==> config.mk <==
export PLATFORM = sky130hd
export DESIGN_NAME = top_k_priority_distance_select_flat
export DESIGN_NICKNAME = d
export VERILOG_FILES = /design/src/rtl/core/tkpds_pkg.sv /design/src/rtl/core/tkpds_in_if.sv /design/src/rtl/core/tkpds_out_if.sv /design/src/rtl/core/tkpds_ctrl.sv /design/src/rtl/core/tkpds_dp.sv /design/src/rtl/core/top_k_priority_distance_select.sv /design/src/flat_wrapper.sv
export SDC_FILE = /design/constraint.sdc
export NUM_CORES = 2
export LEC_CHECK = 0
export BUFFER_PORTS_ARGS = -buffer_cell sky130_fd_sc_hd__buf_2
export CAP_MARGIN = 20
export CORE_MARGIN = 4
export CORE_UTILIZATION = 51
export CTS_CLUSTER_SIZE = 12
export DETAILED_ROUTE_END_ITERATION = 10
export PLACE_DENSITY = 0.63
export REMOVE_ABC_BUFFERS = 1
export SYNTH_ARGS = -nofsm -noshare
export SYNTH_HDL_FRONTEND = slang
export SYNTH_SLANG_ARGS = --single-unit
==> constraint.sdc <==
create_clock -name clk_i -period 27.7 [get_ports clk_i]
set_input_delay 8.31 -clock clk_i [delete_from_list [all_inputs] [get_ports clk_i]]
set_output_delay 8.31 -clock clk_i [all_outputs]
set_load 0.02 [all_outputs]
==> src/rtl/core/tkpds_pkg.sv <==
package tkpds_pkg;

  localparam int MaxLights  = 8;
  localparam int ResultCap  = 8;
  localparam int NumOut     = (MaxLights < ResultCap) ? MaxLights : ResultCap;
  localparam int SlotIdxW   = (MaxLights > 1) ? $clog2(MaxLights) : 1;
  localparam int CntW       = $clog2(MaxLights + 1);
  localparam int OutIdxW    = (NumOut > 1) ? $clog2(NumOut) : 1;

  localparam int IdW        = 10;
  localparam int PrioW      = 8;
  localparam int CoordW     = 16;
  localparam int DiffW      = CoordW + 1;
  localparam int SqW        = 2 * DiffW;
  localparam int DistW      = 36;
  localparam int SlotIndexW = 3;
  localparam int CfgIdxW    = 2;

  typedef enum logic [CfgIdxW-1:0] {
    CfgCenterX = 2'd0,
    CfgCenterY = 2'd1,
    CfgCenterZ = 2'd2
  } cfg_idx_e;

  typedef enum logic [1:0] {
    AxisX = 2'd0,
    AxisY = 2'd1,
    AxisZ = 2'd2
  } axis_e;

  typedef struct packed {
    logic                load;
    logic                mul_en;
    axis_e               axis;
    logic [SlotIdxW-1:0] rd_idx;
    logic                shift_we;
    logic                ins_we;
    logic [SlotIdxW-1:0] wr_idx;
    logic                fill_inc;
    logic                fill_clr;
    logic [OutIdxW-1:0]  out_idx;
  } cmd_t;

  typedef struct packed {
    logic            shift_ok;
    logic            final_item;
    logic [CntW-1:0] filled;
  } sts_t;

endpackage

==> src/rtl/core/tkpds_in_if.sv <==
interface tkpds_in_if;
  logic                                valid;
  logic                                ready;
  logic [tkpds_pkg::IdW-1:0]           light_id;
  logic [tkpds_pkg::PrioW-1:0]         priority_req;
  logic signed [tkpds_pkg::CoordW-1:0] pos_x;
  logic signed [tkpds_pkg::CoordW-1:0] pos_y;
  logic signed [tkpds_pkg::CoordW-1:0] pos_z;
  logic                                final_item;

  modport source (
    output valid, light_id, priority_req, pos_x, pos_y, pos_z, final_item,
    input  ready
  );
  modport sink (
    input  valid, light_id, priority_req, pos_x, pos_y, pos_z, final_item,
    output ready
  );
endinterface

==> src/rtl/core/tkpds_out_if.sv <==
interface tkpds_out_if;
  logic                                 valid;
  logic                                 ready;
  logic [tkpds_pkg::SlotIndexW-1:0]     slot_index;
  logic [tkpds_pkg::IdW-1:0]            selected_id;
  logic                                 slot_valid;
  logic                                 run_end;

  modport source (
    output valid, slot_index, selected_id, slot_valid, run_end,
    input  ready
  );
  modport sink (
    input  valid, slot_index, selected_id, slot_valid, run_end,
    output ready
  );
endinterface

==> src/rtl/core/tkpds_ctrl.sv <==
module tkpds_ctrl (
  input  logic               clk_i,
  input  logic               rst_ni,
  input  logic               in_valid_i,
  output logic               in_ready_o,
  output logic               out_valid_o,
  input  logic               out_ready_i,
  input  tkpds_pkg::sts_t    sts_i,
  output tkpds_pkg::cmd_t    cmd_o
);

  typedef enum logic [3:0] {
    StIdle = 4'b0001,
    StDist = 4'b0010,
    StWalk = 4'b0100,
    StEmit = 4'b1000
  } state_e;

  state_e                          state_q, state_d;
  tkpds_pkg::axis_e                axis_q, axis_d;
  logic [tkpds_pkg::CntW-1:0]      pos_q, pos_d;
  logic [tkpds_pkg::OutIdxW-1:0]   k_q, k_d;
  logic [tkpds_pkg::CntW-1:0]      pos_m1;
  logic                            pos_lt_max;
  logic                            k_last;

  assign pos_m1     = pos_q - 1'b1;
  assign pos_lt_max = pos_q < tkpds_pkg::CntW'(tkpds_pkg::MaxLights);
  assign k_last     = k_q == tkpds_pkg::OutIdxW'(tkpds_pkg::NumOut - 1);

  assign in_ready_o  = state_q == StIdle;
  assign out_valid_o = state_q == StEmit;

  always_comb begin
    state_d = state_q;
    axis_d  = axis_q;
    pos_d   = pos_q;
    k_d     = k_q;
    cmd_o   = '0;
    cmd_o.axis    = axis_q;
    cmd_o.out_idx = k_q;
    cmd_o.wr_idx  = pos_q[tkpds_pkg::SlotIdxW-1:0];
    if (state_q == StEmit) begin
      cmd_o.rd_idx = tkpds_pkg::SlotIdxW'(k_q);
    end else begin
      cmd_o.rd_idx = pos_m1[tkpds_pkg::SlotIdxW-1:0];
    end

    case (state_q)
      StIdle: begin
        if (in_valid_i) begin
          cmd_o.load = 1'b1;
          axis_d     = tkpds_pkg::AxisX;
          state_d    = StDist;
        end
      end
      StDist: begin
        cmd_o.mul_en = 1'b1;
        case (axis_q)
          tkpds_pkg::AxisX: axis_d = tkpds_pkg::AxisY;
          tkpds_pkg::AxisY: axis_d = tkpds_pkg::AxisZ;
          default: begin
            pos_d   = sts_i.filled;
            state_d = StWalk;
          end
        endcase
      end
      StWalk: begin
        if (pos_q == '0 || !sts_i.shift_ok) begin
          cmd_o.ins_we   = pos_lt_max;
          cmd_o.fill_inc = 1'b1;
          k_d            = '0;
          state_d        = sts_i.final_item ? StEmit : StIdle;
        end else begin
          cmd_o.shift_we = pos_lt_max;
          pos_d          = pos_m1;
        end
      end
      StEmit: begin
        if (out_ready_i) begin
          if (k_last) begin
            cmd_o.fill_clr = 1'b1;
            state_d        = StIdle;
          end else begin
            k_d = k_q + 1'b1;
          end
        end
      end
      default: begin
        state_d = StIdle;
      end
    endcase
  end

  always_ff @(posedge clk_i or negedge rst_ni) begin
    if (!rst_ni) begin
      state_q <= StIdle;
      axis_q  <= tkpds_pkg::AxisX;
      pos_q   <= '0;
      k_q     <= '0;
    end else begin
      state_q <= state_d;
      axis_q  <= axis_d;
      pos_q   <= pos_d;
      k_q     <= k_d;
    end
  end

endmodule

==> src/rtl/core/tkpds_dp.sv <==
module tkpds_dp (
  input  logic                                  clk_i,
  input  logic                                  rst_ni,
  input  tkpds_pkg::cmd_t                       cmd_i,
  output tkpds_pkg::sts_t                       sts_o,
  input  logic                                  cfg_we_i,
  input  logic [tkpds_pkg::CfgIdxW-1:0]         cfg_idx_i,
  input  logic [tkpds_pkg::CoordW-1:0]          cfg_wdata_i,
  input  logic [tkpds_pkg::IdW-1:0]             light_id_i,
  input  logic [tkpds_pkg::PrioW-1:0]           priority_req_i,
  input  logic signed [tkpds_pkg::CoordW-1:0]   pos_x_i,
  input  logic signed [tkpds_pkg::CoordW-1:0]   pos_y_i,
  input  logic signed [tkpds_pkg::CoordW-1:0]   pos_z_i,
  input  logic                                  final_item_i,
  output logic [tkpds_pkg::SlotIndexW-1:0]      slot_index_o,
  output logic [tkpds_pkg::IdW-1:0]             selected_id_o,
  output logic                                  slot_valid_o,
  output logic                                  run_end_o
);

  logic signed [tkpds_pkg::CoordW-1:0] center_x_q, center_y_q, center_z_q;

  logic [tkpds_pkg::IdW-1:0]           id_q;
  logic [tkpds_pkg::PrioW-1:0]         prio_q;
  logic signed [tkpds_pkg::CoordW-1:0] px_q, py_q, pz_q;
  logic                                final_q;

  logic [tkpds_pkg::DistW-1:0]         acc_q, acc_d;
  logic signed [tkpds_pkg::CoordW-1:0] p_sel, c_sel;
  logic signed [tkpds_pkg::DiffW-1:0]  diff;
  logic signed [tkpds_pkg::SqW-1:0]    sq;

  logic [tkpds_pkg::IdW-1:0]   slot_ident [tkpds_pkg::MaxLights];
  logic [tkpds_pkg::PrioW-1:0] slot_prio  [tkpds_pkg::MaxLights];
  logic [tkpds_pkg::DistW-1:0] slot_dist  [tkpds_pkg::MaxLights];

  logic [tkpds_pkg::IdW-1:0]   rd_ident;
  logic [tkpds_pkg::PrioW-1:0] rd_prio;
  logic [tkpds_pkg::DistW-1:0] rd_dist;

  logic [tkpds_pkg::CntW-1:0]  filled_q;

  always_ff @(posedge clk_i or negedge rst_ni) begin
    if (!rst_ni) begin
      center_x_q <= '0;
      center_y_q <= '0;
      center_z_q <= '0;
    end else if (cfg_we_i) begin
      if (cfg_idx_i == tkpds_pkg::CfgCenterX) center_x_q <= cfg_wdata_i;
      if (cfg_idx_i == tkpds_pkg::CfgCenterY) center_y_q <= cfg_wdata_i;
      if (cfg_idx_i == tkpds_pkg::CfgCenterZ) center_z_q <= cfg_wdata_i;
    end
  end

  always_ff @(posedge clk_i) begin
    if (cmd_i.load) begin
      id_q    <= light_id_i;
      prio_q  <= priority_req_i;
      px_q    <= pos_x_i;
      py_q    <= pos_y_i;
      pz_q    <= pos_z_i;
      final_q <= final_item_i;
    end
  end

  always_comb begin
    case (cmd_i.axis)
      tkpds_pkg::AxisX: begin
        p_sel = px_q;
        c_sel = center_x_q;
      end
      tkpds_pkg::AxisY: begin
        p_sel = py_q;
        c_sel = center_y_q;
      end
      tkpds_pkg::AxisZ: begin
        p_sel = pz_q;
        c_sel = center_z_q;
      end
      default: begin
        p_sel = '0;
        c_sel = '0;
      end
    endcase
  end

  assign diff  = {p_sel[tkpds_pkg::CoordW-1], p_sel} - {c_sel[tkpds_pkg::CoordW-1], c_sel};
  assign sq    = tkpds_pkg::SqW'(diff) * tkpds_pkg::SqW'(diff);
  assign acc_d = acc_q + {{(tkpds_pkg::DistW - tkpds_pkg::SqW){1'b0}}, $unsigned(sq)};

  always_ff @(posedge clk_i) begin
    if (cmd_i.load) begin
      acc_q <= '0;
    end else if (cmd_i.mul_en) begin
      acc_q <= acc_d;
    end
  end

  assign rd_ident = slot_ident[cmd_i.rd_idx];
  assign rd_prio  = slot_prio[cmd_i.rd_idx];
  assign rd_dist  = slot_dist[cmd_i.rd_idx];

  always_ff @(posedge clk_i) begin
    if (cmd_i.shift_we) begin
      slot_ident[cmd_i.wr_idx] <= rd_ident;
      slot_prio[cmd_i.wr_idx]  <= rd_prio;
      slot_dist[cmd_i.wr_idx]  <= rd_dist;
    end else if (cmd_i.ins_we) begin
      slot_ident[cmd_i.wr_idx] <= id_q;
      slot_prio[cmd_i.wr_idx]  <= prio_q;
      slot_dist[cmd_i.wr_idx]  <= acc_q;
    end
  end

  always_ff @(posedge clk_i or negedge rst_ni) begin
    if (!rst_ni) begin
      filled_q <= '0;
    end else if (cmd_i.fill_clr) begin
      filled_q <= '0;
    end else if (cmd_i.fill_inc &&
                 filled_q < tkpds_pkg::CntW'(tkpds_pkg::MaxLights)) begin
      filled_q <= filled_q + 1'b1;
    end
  end

  assign sts_o.shift_ok   = (prio_q > rd_prio) || (prio_q == rd_prio && acc_q <= rd_dist);
  assign sts_o.final_item = final_q;
  assign sts_o.filled     = filled_q;

  assign slot_valid_o  = tkpds_pkg::CntW'(cmd_i.out_idx) < filled_q;
  assign selected_id_o = slot_valid_o ? rd_ident : '0;
  assign slot_index_o  = tkpds_pkg::SlotIndexW'(cmd_i.out_idx);
  assign run_end_o     = cmd_i.out_idx == tkpds_pkg::OutIdxW'(tkpds_pkg::NumOut - 1);

endmodule

==> src/rtl/core/top_k_priority_distance_select.sv <==
// Channel   Dir  Handshake      Word
// in_i      in   valid/ready    light_id, priority_req, pos_x/y/z, final_item
// out_o     out  valid/ready    slot_index, selected_id, slot_valid, run_end
// cfg       in   cfg_we_i       cfg_idx_i selects center x/y/z, cfg_wdata_i
//
// Each item is taken in, then its squared distance is summed on the shared squaring
// multiplier (one axis a cycle, x then y then z), then the slots are walked to place it.
// A final item then sends NumOut words, one per cycle while out_o is ready.
// in_i stays not ready until the item and any words it causes are done.
// Reset clears the centre, the fill count and the controller; slots are
// not cleared and are read only below the fill count.
module top_k_priority_distance_select (
  input  logic                                clk_i,
  input  logic                                rst_ni,
  tkpds_in_if.sink                            in_i,
  tkpds_out_if.source                         out_o,
  input  logic                                cfg_we_i,
  input  logic [tkpds_pkg::CfgIdxW-1:0]       cfg_idx_i,
  input  logic [tkpds_pkg::CoordW-1:0]        cfg_wdata_i
);

  tkpds_pkg::cmd_t cmd;
  tkpds_pkg::sts_t sts;

  tkpds_ctrl u_ctrl (
    .clk_i       (clk_i),
    .rst_ni      (rst_ni),
    .in_valid_i  (in_i.valid),
    .in_ready_o  (in_i.ready),
    .out_valid_o (out_o.valid),
    .out_ready_i (out_o.ready),
    .sts_i       (sts),
    .cmd_o       (cmd)
  );

  tkpds_dp u_dp (
    .clk_i          (clk_i),
    .rst_ni         (rst_ni),
    .cmd_i          (cmd),
    .sts_o          (sts),
    .cfg_we_i       (cfg_we_i),
    .cfg_idx_i      (cfg_idx_i),
    .cfg_wdata_i    (cfg_wdata_i),
    .light_id_i     (in_i.light_id),
    .priority_req_i (in_i.priority_req),
    .pos_x_i        (in_i.pos_x),
    .pos_y_i        (in_i.pos_y),
    .pos_z_i        (in_i.pos_z),
    .final_item_i   (in_i.final_item),
    .slot_index_o   (out_o.slot_index),
    .selected_id_o  (out_o.selected_id),
    .slot_valid_o   (out_o.slot_valid),
    .run_end_o      (out_o.run_end)
  );

endmodule
==> src/flat_wrapper.sv <==
// flat-port wrapper written by rule: the top's interface ports become plain ports
module top_k_priority_distance_select_flat 
  (clk_i, rst_ni, cfg_we_i, cfg_idx_i, cfg_wdata_i, in_i_valid, in_i_light_id, in_i_priority_req, in_i_pos_x, in_i_pos_y, in_i_pos_z, in_i_final_item, in_i_ready, out_o_valid, out_o_slot_index, out_o_selected_id, out_o_slot_valid, out_o_run_end, out_o_ready);
  tkpds_in_if in_i_i ();
  tkpds_out_if out_o_i ();
  input  logic clk_i;
  input  logic rst_ni;
  input  logic cfg_we_i;
  input  logic [tkpds_pkg::CfgIdxW-1:0] cfg_idx_i;
  input  logic [tkpds_pkg::CoordW-1:0] cfg_wdata_i;
  input wire logic [$bits(in_i_i.valid)-1:0] in_i_valid;
  input wire logic [$bits(in_i_i.light_id)-1:0] in_i_light_id;
  input wire logic [$bits(in_i_i.priority_req)-1:0] in_i_priority_req;
  input wire logic [$bits(in_i_i.pos_x)-1:0] in_i_pos_x;
  input wire logic [$bits(in_i_i.pos_y)-1:0] in_i_pos_y;
  input wire logic [$bits(in_i_i.pos_z)-1:0] in_i_pos_z;
  input wire logic [$bits(in_i_i.final_item)-1:0] in_i_final_item;
  output wire logic [$bits(in_i_i.ready)-1:0] in_i_ready;
  output wire logic [$bits(out_o_i.valid)-1:0] out_o_valid;
  output wire logic [$bits(out_o_i.slot_index)-1:0] out_o_slot_index;
  output wire logic [$bits(out_o_i.selected_id)-1:0] out_o_selected_id;
  output wire logic [$bits(out_o_i.slot_valid)-1:0] out_o_slot_valid;
  output wire logic [$bits(out_o_i.run_end)-1:0] out_o_run_end;
  input wire logic [$bits(out_o_i.ready)-1:0] out_o_ready;
  assign in_i_i.valid = in_i_valid;
  assign in_i_i.light_id = in_i_light_id;
  assign in_i_i.priority_req = in_i_priority_req;
  assign in_i_i.pos_x = in_i_pos_x;
  assign in_i_i.pos_y = in_i_pos_y;
  assign in_i_i.pos_z = in_i_pos_z;
  assign in_i_i.final_item = in_i_final_item;
  assign in_i_ready = in_i_i.ready;
  assign out_o_valid = out_o_i.valid;
  assign out_o_slot_index = out_o_i.slot_index;
  assign out_o_selected_id = out_o_i.selected_id;
  assign out_o_slot_valid = out_o_i.slot_valid;
  assign out_o_run_end = out_o_i.run_end;
  assign out_o_i.ready = out_o_ready;
  top_k_priority_distance_select u_core (.clk_i(clk_i), .rst_ni(rst_ni), .in_i(in_i_i), .out_o(out_o_i), .cfg_we_i(cfg_we_i), .cfg_idx_i(cfg_idx_i), .cfg_wdata_i(cfg_wdata_i));
endmodule
# Yosys cells after proc, flatten, opt, wreduce, memory -nomap -nowiden
# Memory sizes are Yosys's and may differ from the RTL's.
# Index checks and enable logic that the tools add are counted.
# word_totals
elab_cells	112
n_memories	3
ramBits	432
regBits	168
input_bits	90
# op_classes
bitwise	3
n_mux	42
addsub	5
eq_ne	18
order_cmp	5
multipliers	1
reduce_logical	20
# mem_list
memory	depth	width	rd	rd_clocked_by_memory_dff	write_ports	line_no	source
u_core.u_dp.slot_dist	8	36	1	0	1	tkpds_dp.sv:35	logic [tkpds_pkg::DistW-1:0] slot_dist [tkpds_pkg::MaxLights];
u_core.u_dp.slot_ident	8	10	1	0	1	tkpds_dp.sv:33	logic [tkpds_pkg::IdW-1:0] slot_ident [tkpds_pkg::MaxLights];
u_core.u_dp.slot_prio	8	8	1	0	1	tkpds_dp.sv:34	logic [tkpds_pkg::PrioW-1:0] slot_prio [tkpds_pkg::MaxLights];
# ops
operator	n
case mux 16 bit (3 select lines)	2
2-to-1 mux 4 bit	10
adder 36 x 34 -> 36 bit	1
<= comparator 36 bit	1
2-to-1 mux 36 bit	1
multiplier 17 x 17 -> 34 bit	1
2-to-1 mux 10 bit	2
subtractor 16 x 16 -> 17 bit	1
case mux 4 bit (4 select lines)	1
2-to-1 mux 1 bit	15
2-to-1 mux 3 bit	4
inequality test 2 bit (second input constant)	5
== test 8 bit	1
greater-than comparator 8 bit	1
< comparator 4 bit (second input constant)	2
2-to-1 mux 8 bit	1
case mux 2 bit (2 select lines)	2
case mux 4 bit (2 select lines)	1
nonzero test 2 bit	4
case mux 3 bit (2 select lines)	1
AND reduction 2 bit	3
AND reduction 3 bit	2
AND reduction 5 bit	1
adder 4 x 1 -> 4 bit (second input constant)	1
other kinds (21)	30

# Logic depth before layout (Yosys ltp)
# An unclocked memory read counts as a cell.
# depth
word_depth	14
depth_mapped	50
ltp_nobuf	47

# Hierarchy
# Synthesis repeated with hierarchy kept, for this count alone.
# unflattened
cells_unflattened	2825
area_unflattened_um2	36786.5
# modules_own_cells
module	area_per_inst_um2	n_inst	cells_per_inst	seq_area_each_um2
tkpds_dp	35893.2	1	2721	17006.3
tkpds_ctrl	893.4	1	104	326.6

# Worst setup path before layout
# Ideal clock, no wire load.
# synth_path
path_type	input to register
start	input in_i_valid
end	register u_core.u_dp.final_q (enable)
required_ns	27.242
setup_ns	0.458
arrival_ns	10.720
stages	3
path_slack_ns	16.522
path_cell_list	and2_1 -> clkbuf_1 -> clkbuf_1
# synth_rtl
item	line_no	source
start: declaration	flat_wrapper.sv:11	input wire logic [$bits(in_i_i.valid)-1:0] in_i_valid;
end signal: assignment	tkpds_dp.sv:62	final_q <= final_item_i;
end: declaration	tkpds_dp.sv:26	logic final_q;

# Final worst setup path
# layout_path
start	register u_core.u_ctrl.state_q[2]
end	output out_o_selected_id[6]
# layout_via
elab_chain_len	4
# layout_lines
item	line_no	source
start: declaration	tkpds_ctrl.sv:19	state_e state_q, state_d;
start signal: assignment	tkpds_ctrl.sv:97	state_q <= StIdle;
start signal: assignment	tkpds_ctrl.sv:102	state_q <= state_d;
== test 4 bit	tkpds_ctrl.sv:43	if (state_q == StEmit) begin
2-to-1 mux 3 bit	tkpds_ctrl.sv:43	
memory (8 x 10 bit)	-	
2-to-1 mux 10 bit	tkpds_dp.sv:131	assign selected_id_o = slot_valid_o ? rd_ident : '0;
end: declaration	flat_wrapper.sv:21	output wire logic [$bits(out_o_i.selected_id)-1:0] out_o_selected_id;
# No other way between the ends.

==> run metrics <==
H-tree levels 3; port buffer count 106; Detailed Routing Iterations Pass 1 5; CP bufs+invs 2; gr usage total between 20% and 30%; flops & latches, synth 600; most common cell after layout, fill and taps aside edfxtp_1; DR vias/cell 5.59; status completed; Slew Viols, Final 0; Min-Delay Startpoint u_core.u_ctrl.axis_q[0]; main area contributors after synthesis edfxtp_1, fa_1, mux4_2, ha_1, dfrtp_1; clock skew 35.4 ps; Largest stage delay, worst path 660 ps; Nets 3432; Post-CTS Setup Repair Bufs 0; Worst-Margin Slew 1100 ps; row count slightly below 100; Top delay family on crit path buffers and inverters; hold-fix buffers at CTS 0; critical path arrival 3800 ps; Critical Path RT 19390 ps; Mapped Area 36300 µm²; most frequent cells in the layout edfxtp_1, inv_1, fa_1, nor2_1, nand2_1; Max Fclk 82.6 MHz; wire per inst 20.2 µm; drt initial violations 1319; worst-skew pair later-pin latency 610 ps; final setup vio count 0; R2R Setup Slk 16240 ps; Worst Hold Class reg2reg; initial antenna violation count 0; RSZ-0062 raised after global routing false; area share of the largest cell type after synthesis roughly two fifths; Design Area, Final approximately 40000 µm²; Placement Setup Slack around 16000 ps; post-CTS sizing 0; slowest cell on the critical path buf_12; post-layout min period 12110 ps; Avg Cell Area, Syn 13.1 µm²; die area 75500 µm²; share of cells above drive strength 1 roughly 14%; Max Cap Viol 0; Post-synth top flop edfxtp_1; critical-path cell list nand2b_1 > or3_1 > a21oi_4 > buf_12 > mux4_2 > mux2i_1 > nor2_1 > buf_2; Reg clk slew, reported paths 60 ps; count of unique library cells instantiated by Yosys 70; ANT cells 0; TritonCTS Buffers 66; Yosys warnings 0; vias in the first global route 23.3k; grt ovf 0; final hold vios 0; share of flip-flops with an asynchronous set or reset 10.8%; post-synth top area cell edfxtp_1; Cells after Synth 2771; Seq/Total Area, Yosys 47.8%; CORE AREA 70300 µm²; routed wire length 78.2 mm; WHS Path Cells 1; Critical Path Start Type flip-flop; largest net degree at the start of global routing around 110; Starting Density 51.6%; R2R depth 46; CTS tree yes; Max FO, Critical Path 108; Clock Root Buffer clkbuf_16; worst setup path class reg2out; HPWL after detailed placement ~53 mm; slew margin rel. 26.7%; Antenna Nets Post-Route 0; Critical R2R Launch u_core.u_ctrl.axis_q[0]; R2R Path End u_core.u_dp.acc_q[35]; Die Wd 275 µm; final setup TNS 0 ps; post-layout util between 50% and 60%; Die Span Y 275 µm; vias 21.6k; final worst slack 15590 ps; Area Overhead vs Synth 9.87%; maximum buffer depth of the clock tree 3; Top-Level Pins 107; Endpoint, Worst Hold u_core.u_ctrl.axis_q[0]; DP Area between 30000 and 40000 µm²; routability congestion estimate 0.871; first-pass GRT wire length 128 mm; DRC viols 0; Sink Count 600; CP Capture Type output port; final worst-path cycle share 43.7%; Post-synth EDFFs roughly 500
[cell usage after synthesis (4+ instances only)]
master	count
nor2_1	219
dfxtp_1	36
ha_1	188
a21oi_1	175
a211oi_1	11
o22ai_1	7
fa_1	271
nand3_1	17
clkbuf_1	52
mux2_2	52
edfxtp_1	499
and3_1	6
nand4_1	19
dfrtp_1	64
buf_4	13
nor3_1	20
o2111ai_1	4
mux2i_1	85
o31ai_1	6
or2_2	4
mux4_2	108
o21bai_1	6
nor2b_1	11
o211ai_1	11
nand2b_1	19
o21ai_0	70
a31oi_1	9
nand2_1	192
xor2_1	20
and2_1	4
buf_6	10
a21o_1	49
inv_1	343
buf_1	4
xnor2_1	64
buf_2	20
o31a_1	4
nor4_1	11
o21a_1	17
[final cells by class]
| class | count | area (µm²) |
|---|---|---|
| inverter | 348 | 1310 |
| sequential | 600 | 17300 |
| multi-input combinational | 1723 | 17200 |
| fill | 5619 | 30400 |
| timing repair buffer | 144 | 828 |
| tap | 940 | 1180 |
| clock buffer | 82 | 1760 |
| clock inverter | 25 | 256 |
[logic make-up after synthesis]
group / after synthesis / share of synthesized area [%]
DFF: 600 / 47.8
and+or+nand+nor: 538 / 6.39
adders and majority gates: 459 / 21.4
buffers and inverters: 448 / 5.09
AOI/OAI and AO/OA: 395 / 6.55
muxes: 246 / 10.7
xor gates and xnor gates: 85 / 2.07
[metal layers]
metal | track usage [%] | up-vias | routed length [µm]
li1 | - | 9962 | -
met1 | 28.9 | 11100 | 33700
met2 | 37.4 | 439 | 39600
met3 | 2.69 | 109 | 3070
met4 | 5.80 | 0 | 1800
met5 | 0 | - | 0
[per-stage QoR]
step                hold WS [ps]  instances
floorplan                    454       2671
global placement             464       3755
detailed placement           478       3755
CTS                          487       3862
global route                 515       3862
finish                       489       3862
[worst max path at each step]
stage / to / cells past startpoint / slack, ps / from
after CTS: out_o_selected_id[6] / 8 / 15480 / u_core.u_ctrl.state_q[2]
after global routing: u_core.u_dp.acc_q[35] / 45 / 15240 / u_core.u_ctrl.axis_q[0]
final: out_o_selected_id[6] / 8 / 15590 / u_core.u_ctrl.state_q[2]
after floorplan: out_o_selected_id[0] / 6 / 7600 / u_core.u_ctrl.state_q[2]
after detailed placement: out_o_selected_id[6] / 8 / 16140 / u_core.u_ctrl.state_q[2]
after global placement: out_o_selected_id[9] / 8 / 16190 / u_core.u_ctrl.state_q[2]
[state kept, by name, summed over array words and instances, names as in the netlist, 8 cells and up]
signal and flops:
u_core.u_dp.acc_q 36, u_core.u_dp.center_x_q 16, u_core.u_dp.center_y_q 16, u_core.u_dp.center_z_q 16, u_core.u_dp.id_q 10, u_core.u_dp.prio_q 8
u_core.u_dp.px_q 16, u_core.u_dp.py_q 16, u_core.u_dp.pz_q 16, u_core.u_dp.slot_dist 288, u_core.u_dp.slot_ident 80, u_core.u_dp.slot_prio 64
Power is not shown: default switching activity piles up to over one toggle a cycle in this logic, so the estimate is an artifact.
